### config.mk
export PLATFORM = sky130hd
export DESIGN_NAME = modbus_rtu_read_holding_register
export DESIGN_NICKNAME = d
export VERILOG_FILES = /design/src/hdl/mbrtu_pkg.sv /design/src/hdl/mbrtu_front.sv /design/src/hdl/mbrtu_queue.sv /design/src/hdl/mbrtu_back.sv /design/src/hdl/modbus_rtu_read_holding_register.sv
export VERILOG_INCLUDE_DIRS = /design/src /design/src/hdl
export SDC_FILE = /design/constraint.sdc
export NUM_CORES = 1
export LEC_CHECK = 0
export ABC_CLOCK_PERIOD_IN_PS = 3800
export BUFFER_PORTS_ARGS = -buffer_cell sky130_fd_sc_hd__buf_2
export CORE_MARGIN = 2
export CORE_UTILIZATION = 40
export CTS_BUF_LIST = sky130_fd_sc_hd__clkbuf_8 sky130_fd_sc_hd__clkbuf_16
export DETAILED_ROUTE_END_ITERATION = 8
export PLACE_DENSITY = 0.62
export SLEW_MARGIN = 20
export SYNTH_ARGS = -nofsm -noshare
export SYNTH_HDL_FRONTEND = slang
export SYNTH_HIERARCHICAL = 1
export SYNTH_SLANG_ARGS = --single-unit
### constraint.sdc
create_clock -name aclk -period 3.8 [get_ports aclk]
set_input_delay 0.19 -clock aclk [delete_from_list [all_inputs] [get_ports aclk]]
set_output_delay 0.19 -clock aclk [all_outputs]
set_load 0.05 [all_outputs]
### src/hdl/modbus_rtu_read_holding_register_defines.svh
// Assertion macros shared by the Modbus RTU read-holding-register block.
// Taken in by the modules that check their own logic; no other dependencies.
`ifndef MODBUS_RTU_READ_HOLDING_REGISTER_DEFINES_SVH
`define MODBUS_RTU_READ_HOLDING_REGISTER_DEFINES_SVH

// Property checked on the rising clock edge, ignored while reset is asserted.
`define MBRTU_ASSERT(lbl, clk, rstn, prop, msg) \
    lbl: assert property (@(posedge clk) disable iff (!rstn) prop) else $error(msg);

// Property checked on every rising clock edge, reset included.
`define MBRTU_ASSERT_ALWAYS(lbl, clk, prop, msg) \
    lbl: assert property (@(posedge clk) prop) else $error(msg);

`endif

### src/hdl/mbrtu_pkg.sv
// Shared types, codes and the CRC-16/MODBUS byte step for the Modbus RTU
// read-holding-register block. No dependencies.
`timescale 1ns / 1ps

package mbrtu_pkg;

    localparam logic [1:0] MODE_START = 2'd0;
    localparam logic [1:0] MODE_BYTE  = 2'd1;
    localparam logic [1:0] MODE_TICK  = 2'd2;

    localparam logic [1:0] STAT_OK        = 2'd0;
    localparam logic [1:0] STAT_TIMEOUT   = 2'd1;
    localparam logic [1:0] STAT_EXCEPTION = 2'd2;
    localparam logic [1:0] STAT_CRC_ERR   = 2'd3;

    localparam logic       KIND_TX   = 1'b0;
    localparam logic       KIND_DONE = 1'b1;

    localparam logic [15:0] CRC_INIT        = 16'hFFFF;
    localparam logic [15:0] CRC_POLY        = 16'hA001;
    localparam logic [7:0]  FC_READ_HOLDING = 8'h03;
    localparam logic [7:0]  QTY_HIGH        = 8'h00;
    localparam logic [7:0]  QTY_LOW         = 8'h01;
    localparam int          EXC_BIT_POS     = 7;
    localparam logic [15:0] TIMEOUT_RESET   = 16'd100;

    // Response bytes: address, function, count, value high, value low, crc low, crc high
    localparam logic [2:0] RSP_FUNC     = 3'd1;
    localparam logic [2:0] RSP_VAL_HIGH = 3'd3;
    localparam logic [2:0] RSP_VAL_LOW  = 3'd4;
    localparam logic [2:0] RSP_CRC_LOW  = 3'd5;
    localparam logic [2:0] RSP_CRC_HIGH = 3'd6;

    localparam int QUEUE_DEPTH = 4;
    localparam int QUEUE_AW    = $clog2(QUEUE_DEPTH);

    // One job handed from the front to the back
    typedef struct packed {
        logic        is_start;
        logic [7:0]  slave;
        logic [15:0] reg_addr;
        logic [1:0]  status;
        logic [15:0] value;
    } cmd_t;

    function automatic logic [15:0] crc_byte(input logic [15:0] crc_in,
                                             input logic [7:0] data);
        logic [15:0] c;
        c = crc_in ^ {8'h00, data};
        for (int k = 0; k < 8; k++) begin
            if (c[0]) begin
                c = (c >> 1) ^ CRC_POLY;
            end else begin
                c = c >> 1;
            end
        end
        return c;
    endfunction

endpackage

### src/hdl/mbrtu_front.sv
// Front end: accepts input beats, tracks the transaction and the response
// bytes, and pushes start and completion jobs. Uses mbrtu_pkg.
`timescale 1ns / 1ps
`include "modbus_rtu_read_holding_register_defines.svh"

module mbrtu_front (
    input  logic              aclk,
    input  logic              aresetn,
    input  logic              cfg_we,
    input  logic [15:0]       cfg_wdata,
    input  logic              accept_i,
    input  logic [1:0]        mode_i,
    input  logic [7:0]        slave_i,
    input  logic [15:0]       reg_addr_i,
    input  logic [7:0]        rx_i,
    input  logic              q_full_i,
    output logic              push_o,
    output mbrtu_pkg::cmd_t   push_cmd_o
);

    logic        busy_reg, busy_next;
    logic [2:0]  cnt_reg, cnt_next;
    logic [15:0] wait_reg, wait_next;
    logic [15:0] crc_reg, crc_next;
    logic [15:0] timeout_reg;
    logic [7:0]  fc_reg, hi_reg, lo_reg, crclo_reg;
    logic [15:0] crc_step;
    logic        store_fc, store_hi, store_lo, store_crclo;

    assign crc_step = mbrtu_pkg::crc_byte(crc_reg, rx_i);

    always_comb begin
        busy_next   = busy_reg;
        cnt_next    = cnt_reg;
        wait_next   = wait_reg;
        crc_next    = crc_reg;
        push_o      = 1'b0;
        push_cmd_o  = '0;
        store_fc    = 1'b0;
        store_hi    = 1'b0;
        store_lo    = 1'b0;
        store_crclo = 1'b0;
        if (accept_i) begin
            unique case (mode_i)
                mbrtu_pkg::MODE_START: begin
                    if (!busy_reg) begin
                        busy_next           = 1'b1;
                        cnt_next            = 3'd0;
                        wait_next           = timeout_reg;
                        crc_next            = mbrtu_pkg::CRC_INIT;
                        push_o              = 1'b1;
                        push_cmd_o.is_start = 1'b1;
                        push_cmd_o.slave    = slave_i;
                        push_cmd_o.reg_addr = reg_addr_i;
                    end
                end
                mbrtu_pkg::MODE_BYTE: begin
                    if (busy_reg) begin
                        wait_next = timeout_reg;
                        if (cnt_reg < mbrtu_pkg::RSP_CRC_LOW) begin
                            crc_next = crc_step;
                        end
                        store_fc    = (cnt_reg == mbrtu_pkg::RSP_FUNC);
                        store_hi    = (cnt_reg == mbrtu_pkg::RSP_VAL_HIGH);
                        store_lo    = (cnt_reg == mbrtu_pkg::RSP_VAL_LOW);
                        store_crclo = (cnt_reg == mbrtu_pkg::RSP_CRC_LOW);
                        if (cnt_reg != mbrtu_pkg::RSP_CRC_HIGH) begin
                            cnt_next = cnt_reg + 3'd1;
                        end else begin
                            busy_next = 1'b0;
                            cnt_next  = 3'd0;
                            push_o    = 1'b1;
                            // exception wins over a bad CRC
                            priority if (fc_reg[mbrtu_pkg::EXC_BIT_POS]) begin
                                push_cmd_o.status = mbrtu_pkg::STAT_EXCEPTION;
                            end else if (crc_reg != {rx_i, crclo_reg}) begin
                                push_cmd_o.status = mbrtu_pkg::STAT_CRC_ERR;
                            end else begin
                                push_cmd_o.status = mbrtu_pkg::STAT_OK;
                                push_cmd_o.value  = {hi_reg, lo_reg};
                            end
                        end
                    end
                end
                mbrtu_pkg::MODE_TICK: begin
                    if (busy_reg) begin
                        if (wait_reg <= 16'd1) begin
                            wait_next         = 16'd0;
                            busy_next         = 1'b0;
                            push_o            = 1'b1;
                            push_cmd_o.status = mbrtu_pkg::STAT_TIMEOUT;
                        end else begin
                            wait_next = wait_reg - 16'd1;
                        end
                    end
                end
                default: begin
                    // drop the beat
                end
            endcase
        end
    end

    always_ff @(posedge aclk) begin
        if (!aresetn) begin
            busy_reg    <= 1'b0;
            cnt_reg     <= 3'd0;
            wait_reg    <= 16'd0;
            crc_reg     <= mbrtu_pkg::CRC_INIT;
            timeout_reg <= mbrtu_pkg::TIMEOUT_RESET;
        end else begin
            busy_reg <= busy_next;
            cnt_reg  <= cnt_next;
            wait_reg <= wait_next;
            crc_reg  <= crc_next;
            if (cfg_we) begin
                timeout_reg <= cfg_wdata;
            end
        end
    end

    always_ff @(posedge aclk) begin
        if (store_fc) begin
            fc_reg <= rx_i;
        end
        if (store_hi) begin
            hi_reg <= rx_i;
        end
        if (store_lo) begin
            lo_reg <= rx_i;
        end
        if (store_crclo) begin
            crclo_reg <= rx_i;
        end
    end

    `MBRTU_ASSERT(a_no_push_full, aclk, aresetn, !(push_o && q_full_i), "push into full queue")
    `MBRTU_ASSERT(a_cnt_range, aclk, aresetn, cnt_reg != 3'd7, "response byte count overran")
    `MBRTU_ASSERT(a_idle_cnt, aclk, aresetn, (push_o && !push_cmd_o.is_start) |=> !busy_reg, "busy after completion")

endmodule

### src/hdl/mbrtu_queue.sv
// Short job queue between the front and the back, held in flip-flops.
// Uses mbrtu_pkg for the job type and depth.
`timescale 1ns / 1ps
`include "modbus_rtu_read_holding_register_defines.svh"

module mbrtu_queue (
    input  logic              aclk,
    input  logic              aresetn,
    input  logic              push_i,
    input  mbrtu_pkg::cmd_t   push_cmd_i,
    input  logic              pop_i,
    output mbrtu_pkg::cmd_t   head_o,
    output logic              empty_o,
    output logic              full_o
);

    mbrtu_pkg::cmd_t                    mem_reg [mbrtu_pkg::QUEUE_DEPTH];
    logic [mbrtu_pkg::QUEUE_AW-1:0]     wr_ptr_reg, rd_ptr_reg;
    logic [mbrtu_pkg::QUEUE_AW:0]       count_reg, count_next;
    logic                               do_push, do_pop;

    assign empty_o = (count_reg == '0);
    assign full_o  = (count_reg == (mbrtu_pkg::QUEUE_AW + 1)'(mbrtu_pkg::QUEUE_DEPTH));
    assign head_o  = mem_reg[rd_ptr_reg];
    assign do_push = push_i && !full_o;
    assign do_pop  = pop_i && !empty_o;

    always_comb begin
        count_next = count_reg;
        unique case ({do_push, do_pop})
            2'b10:   count_next = count_reg + 1'b1;
            2'b01:   count_next = count_reg - 1'b1;
            default: count_next = count_reg;
        endcase
    end

    always_ff @(posedge aclk) begin
        if (!aresetn) begin
            wr_ptr_reg <= '0;
            rd_ptr_reg <= '0;
            count_reg  <= '0;
        end else begin
            count_reg <= count_next;
            if (do_push) begin
                wr_ptr_reg <= wr_ptr_reg + 1'b1;
            end
            if (do_pop) begin
                rd_ptr_reg <= rd_ptr_reg + 1'b1;
            end
        end
    end

    always_ff @(posedge aclk) begin
        if (do_push) begin
            mem_reg[wr_ptr_reg] <= push_cmd_i;
        end
    end

    `MBRTU_ASSERT(a_count_max, aclk, aresetn, count_reg <= (mbrtu_pkg::QUEUE_AW + 1)'(mbrtu_pkg::QUEUE_DEPTH), "queue count overflow")
    `MBRTU_ASSERT(a_no_pop_empty, aclk, aresetn, !(pop_i && empty_o), "pop from empty queue")

endmodule

### src/hdl/mbrtu_back.sv
// Back end: takes jobs from the queue, sends the eight request bytes with
// their CRC, or reports a completion. Uses mbrtu_pkg.
`timescale 1ns / 1ps
`include "modbus_rtu_read_holding_register_defines.svh"

module mbrtu_back (
    input  logic              aclk,
    input  logic              aresetn,
    input  mbrtu_pkg::cmd_t   head_i,
    input  logic              empty_i,
    output logic              pop_o,
    output logic              m_tvalid,
    input  logic              m_tready,
    output logic              m_tlast,
    output logic              m_kind,
    output logic [7:0]        m_tx_byte,
    output logic [1:0]        m_status,
    output logic [15:0]       m_reg_value
);

    typedef enum logic {
        ST_IDLE,
        ST_SEND
    } state_t;

    state_t      state_reg;
    logic [2:0]  idx_reg;
    logic [15:0] crc_reg;
    logic [15:0] reg_addr_reg;
    logic        slot_free;
    logic        load_beat;
    logic [7:0]  cur_byte;

    assign slot_free = !m_tvalid || m_tready;
    assign pop_o     = (state_reg == ST_IDLE) && !empty_i && slot_free;
    assign load_beat = pop_o || ((state_reg == ST_SEND) && slot_free);

    always_comb begin
        unique case (idx_reg)
            3'd0:    cur_byte = 8'h00;
            3'd1:    cur_byte = mbrtu_pkg::FC_READ_HOLDING;
            3'd2:    cur_byte = reg_addr_reg[15:8];
            3'd3:    cur_byte = reg_addr_reg[7:0];
            3'd4:    cur_byte = mbrtu_pkg::QTY_HIGH;
            3'd5:    cur_byte = mbrtu_pkg::QTY_LOW;
            3'd6:    cur_byte = crc_reg[7:0];
            default: cur_byte = crc_reg[15:8];
        endcase
    end

    always_ff @(posedge aclk) begin
        if (!aresetn) begin
            state_reg <= ST_IDLE;
            idx_reg   <= 3'd0;
            m_tvalid  <= 1'b0;
        end else begin
            if (load_beat) begin
                m_tvalid <= 1'b1;
            end else if (m_tready) begin
                m_tvalid <= 1'b0;
            end
            unique case (state_reg)
                ST_IDLE: begin
                    if (pop_o) begin
                        m_tlast  <= 1'b0;
                        if (head_i.is_start) begin
                            // send the slave address now, the rest from SEND
                            m_kind       <= mbrtu_pkg::KIND_TX;
                            m_tx_byte    <= head_i.slave;
                            m_status     <= mbrtu_pkg::STAT_OK;
                            m_reg_value  <= 16'd0;
                            reg_addr_reg <= head_i.reg_addr;
                            crc_reg      <= mbrtu_pkg::crc_byte(mbrtu_pkg::CRC_INIT,
                                                                head_i.slave);
                            idx_reg      <= 3'd1;
                            state_reg    <= ST_SEND;
                        end else begin
                            m_kind      <= mbrtu_pkg::KIND_DONE;
                            m_tx_byte   <= 8'h00;
                            m_status    <= head_i.status;
                            m_reg_value <= head_i.value;
                        end
                    end
                end
                ST_SEND: begin
                    if (slot_free) begin
                        m_kind      <= mbrtu_pkg::KIND_TX;
                        m_tx_byte   <= cur_byte;
                        m_status    <= mbrtu_pkg::STAT_OK;
                        m_reg_value <= 16'd0;
                        m_tlast     <= (idx_reg == 3'd7);
                        if (idx_reg < 3'd6) begin
                            crc_reg <= mbrtu_pkg::crc_byte(crc_reg, cur_byte);
                        end
                        idx_reg <= idx_reg + 3'd1;
                        if (idx_reg == 3'd7) begin
                            state_reg <= ST_IDLE;
                        end
                    end
                end
                default: state_reg <= ST_IDLE;
            endcase
        end
    end

    `MBRTU_ASSERT(a_send_idx, aclk, aresetn, (state_reg == ST_SEND) |-> (idx_reg != 3'd0), "byte index lost in SEND")
    `MBRTU_ASSERT(a_last_is_tx, aclk, aresetn, (m_tvalid && m_tlast) |-> (m_kind == mbrtu_pkg::KIND_TX), "last flag on a completion")
    `MBRTU_ASSERT(a_no_pop_send, aclk, aresetn, (state_reg == ST_SEND) |-> !pop_o, "job taken while sending")

endmodule

### src/hdl/modbus_rtu_read_holding_register.sv
// Channel   Dir  tuser          tlast    tdata (low bit up)
// s_        in   mode[1:0]      -        slave_address, register_address, rx_byte
// m_        out  kind           last_tx  tx_byte, status, reg_value, 6 zero bits
// cfg_      in   -              -        timeout_ticks (write only)
//
// The front end handles each input beat as it is accepted; a start produces eight
// output beats, one per cycle while m_tready is high, from the back end's byte counter.
// A completion is one output beat; the four-entry job queue decouples the two.
// Reset is synchronous on aresetn, no clearing pass.
// m_tready low holds the output register; once the queue fills, s_tready drops.
// Top level of the Modbus RTU read-holding-register master.
// Depends on mbrtu_pkg, mbrtu_front, mbrtu_queue and mbrtu_back.
`timescale 1ns / 1ps

module modbus_rtu_read_holding_register (
    input  logic        aclk,
    input  logic        aresetn,
    input  logic        cfg_we,
    input  logic [15:0] cfg_wdata,   // timeout_ticks
    input  logic        s_tvalid,
    output logic        s_tready,
    input  logic [31:0] s_tdata,     // slave_address[7:0], register_address[23:8], rx_byte[31:24]
    input  logic [1:0]  s_tuser,     // mode[1:0]
    output logic        m_tvalid,
    input  logic        m_tready,
    output logic [31:0] m_tdata,     // tx_byte[7:0], status[9:8], reg_value[25:10], zero[31:26]
    output logic        m_tuser,     // kind
    output logic        m_tlast      // last_tx
);

    mbrtu_pkg::cmd_t push_cmd, head;
    logic            push, pop, q_empty, q_full;
    logic [7:0]      tx_byte;
    logic [1:0]      status;
    logic [15:0]     reg_value;

    assign s_tready = !q_full;
    assign m_tdata  = {6'd0, reg_value, status, tx_byte};

    mbrtu_front u_front (
        .aclk       (aclk),
        .aresetn    (aresetn),
        .cfg_we     (cfg_we),
        .cfg_wdata  (cfg_wdata),
        .accept_i   (s_tvalid && s_tready),
        .mode_i     (s_tuser),
        .slave_i    (s_tdata[7:0]),
        .reg_addr_i (s_tdata[23:8]),
        .rx_i       (s_tdata[31:24]),
        .q_full_i   (q_full),
        .push_o     (push),
        .push_cmd_o (push_cmd)
    );

    mbrtu_queue u_queue (
        .aclk       (aclk),
        .aresetn    (aresetn),
        .push_i     (push),
        .push_cmd_i (push_cmd),
        .pop_i      (pop),
        .head_o     (head),
        .empty_o    (q_empty),
        .full_o     (q_full)
    );

    mbrtu_back u_back (
        .aclk        (aclk),
        .aresetn     (aresetn),
        .head_i      (head),
        .empty_i     (q_empty),
        .pop_o       (pop),
        .m_tvalid    (m_tvalid),
        .m_tready    (m_tready),
        .m_tlast     (m_tlast),
        .m_kind      (m_tuser),
        .m_tx_byte   (tx_byte),
        .m_status    (status),
        .m_reg_value (reg_value)
    );

endmodule

==> results.cfg <==
[run_status]
outcome = complete, no violations

[cells_and_area]
regArea_sq_um = 9040
largest_reg_flops = 172
multiInputGateArea_sq_um = 4680
final_nets = 1185
fill_cells = 3042
layout_common_cells = edfxtp_1, buf_2, and2_1
n_antenna_cell = 0
final_common_cell = edfxtp_1
areaGrowthSynthToFinish_pct = 16.2
drive_above_1_share_pct = 20.2

[global_routing]
track_usage_pct = 15.3
grt_first_pass_wirelength_um = 43600
overflow = 0
grt_util_met1_pct = 19.4
met2_usage_pct = 26.5
grt-busiest-layer = met2
antenna_found_initial = 0
grtUsageMet3_pct = 2.50
grt_start_max_net_pins = 66
grt_pass1_vias = 8099

[clocking]
clk_latency_ns = 0.52
cts_tree = built
clkTransAtPathRegs_ns = 0.06
cts_made_buffers = 36
clockBufferDepth = 3
clockRootBuffer = clkbuf_16
h-tree-depth = 2
clock_sinks = 323

[sta]
worstMarginPinSlew_ns = 0.859
rsz0062_at_grt = false
hold_violations = 0
tns_ns = 0
hold_ws_ns = 0.0400
fmax_mhz = 290
finalClockSkew_ns = 0.0221
worst_slack_ns = 0.356
timing.final.max_slew_violations = 0
period_needed_ns = 3.44
period_share_pct = 90.6
setup_viol = 0
slew_headroom_pct = 42.7

[yosys]
yosys_warnings = 6
synth_flop_cell = edfxtp_1
ys_ff_latch = 323
ys_types = 69
syn_area_per_cell_sq_um = 14.2
synth_edf_count = 257
synth_area_sq_um = 14100
synthArstFlopShare_pct = 0
netlist_instances = 993
yosysSeqAreaShare_pct = 64.1

[setup_path]
required_ns = 4.07
cpPeakStageDelay_ns = 0.47
crit_path_top_delay_cell = nor4_4
worstRegToRegCells = 11
path_depth = 11
crit_path_end_kind = flop
path_max_fanout = 14
cp-start-kind = flop
cp.buffers_inverters = 1
crit_type = flop to flop
crit_chain = ha_1, ha_1, nor4_4, buf_4, or2b_1, o2bb2ai_1, a31oi_1, xnor2_1, xnor3_2, xnor2_1, a21o_1
cp_top_family = XOR/XNOR gates
cp.arrival_ns = 3.72

[placement]
hpwl_um = 18100
port_buffers = 84
gp_congestion = 0.894
dp_slack_ns = 0.386

[detailed_routing]
vias = 8091
drtAntennaViolNets = 0
drtIter0Drc = 405
drt-pass1-iter-count = 5
via_per_inst = 5.08
drc = 0
wire_per_inst_um = 17.3
wirelength_um = 27500

[die]
die_area_sq_um = 36800
dieHeight_um = 192
fp-row-count = 68
die_x_um = 192
start_util_pct = 40.7
core_region_area_sq_um = 34600
ios = 91

[power]
ir_drop_uv = 282
powerDensity_nw_per_um2 = 486
p_leak_nw = 5.74

[flow_run]
maxCapViolCount = 0

[min_path]
holdPathStages = 2
min_path_type = primary input to flop
Yosys cell counts (8+ instances only):
cell      number  area (sq um)
nor2b_1       34           213
nand2b_1      10          62.6
a21oi_1       31           155
xor2_1         9          78.8
nand3_1       18          90.1
a22oi_1        9          67.6
mux2i_1       19           190
nor2_1        48           180
clkbuf_1      28           105
ha_1          18           225
nand2_1       55           206
mux4_2        43           968
buf_2          8          40.0
nor3_1        10          50.1
o21ai_0       48           240
xnor2_1       52           455
edfxtp_1     257          7720
dfxtp_1       66          1320
and2_1        70           438
inv_1         22          82.6
worst paths after layout:
check                                                          from                             endpoint  slack [ns]
worst min-delay path                                     s_tdata[8]     u_queue/mem_reg[3][18]$_DFFE_PP_        0.04
worst max register to register       u_back/idx_reg[0]$_SDFFE_PN0P_          u_back/crc_reg[0]$_DFFE_PP_        0.36
worst min register to register  u_front/timeout_reg[6]$_SDFFE_PN1P_  u_front/timeout_reg[6]$_SDFFE_PN1P_        0.48
worst max-delay path                 u_back/idx_reg[0]$_SDFFE_PN0P_          u_back/crc_reg[0]$_DFFE_PP_        0.36
through the flow:
step / cell area (sq um) / utilization, % / instances / power [W]
2_1_floorplan: 14100 / - / 998 / 0.00453
3_3_place_gp: 15000 / 43.3 / 1503 / 0.00469
3_5_place_dp: 15000 / 43.3 / 1503 / 0.00469
4_1_cts: 16400 / 47.3 / 1593 / 0.00807
5_1_grt: 16400 / 47.3 / 1593 / 0.00829
6_report: 16400 / 47.3 / 1593 / 0.00797
power by group:
group | total [W] | internal [W] | switching [W] | leakage, nW
clock | 0.00334 | 0.00198 | 0.00135 | 0.585
combinational | 0.000724 | 0.000300 | 0.000424 | 2.23
sequential | 0.00391 | 0.00387 | 0.0000395 | 2.92
layer usage:
| metal | part of all wire, % | routed length (um) | up-vias |
|---|---|---|---|
| met5 | 0 | 0 | - |
| met1 | 42 | 11700 | 3961 |
| met3 | 4.4 | 1220 | 46 |
| met2 | 50 | 13900 | 175 |
| met4 | 2.6 | 724 | 0 |
| li1 | - | - | 3909 |
final cells by class:
type	count	share of cell area, %
multi-input cells	597	28.5
repair buffers	130	5.28
clock inverters	24	1.04
flip-flops and latches	323	55.2
inverters	23	0.527
well taps	455	3.47
clock buffers	41	5.98
logic make-up after synthesis:
| group | synth area share, % |
|---|---|
| other | 0.0266 |
| flip-flops | 64.1 |
| XOR/XNOR | 4.66 |
| buffers and inverters | 3.06 |
| AND/OR/NAND/NOR | 11.7 |
| AO/OA/AOI/OAI | 6.28 |
| multiplexers | 8.45 |
| adder cells (fa/ha/maj) | 1.74 |
repair_timing:
action	in CTS	in global routing
hold endpoints to repair	44	0
hold buffers	25	0
setup buffers	0	0
gates resized for setup	0	0
No activity file was read; power rests on OpenSTA's default activity.
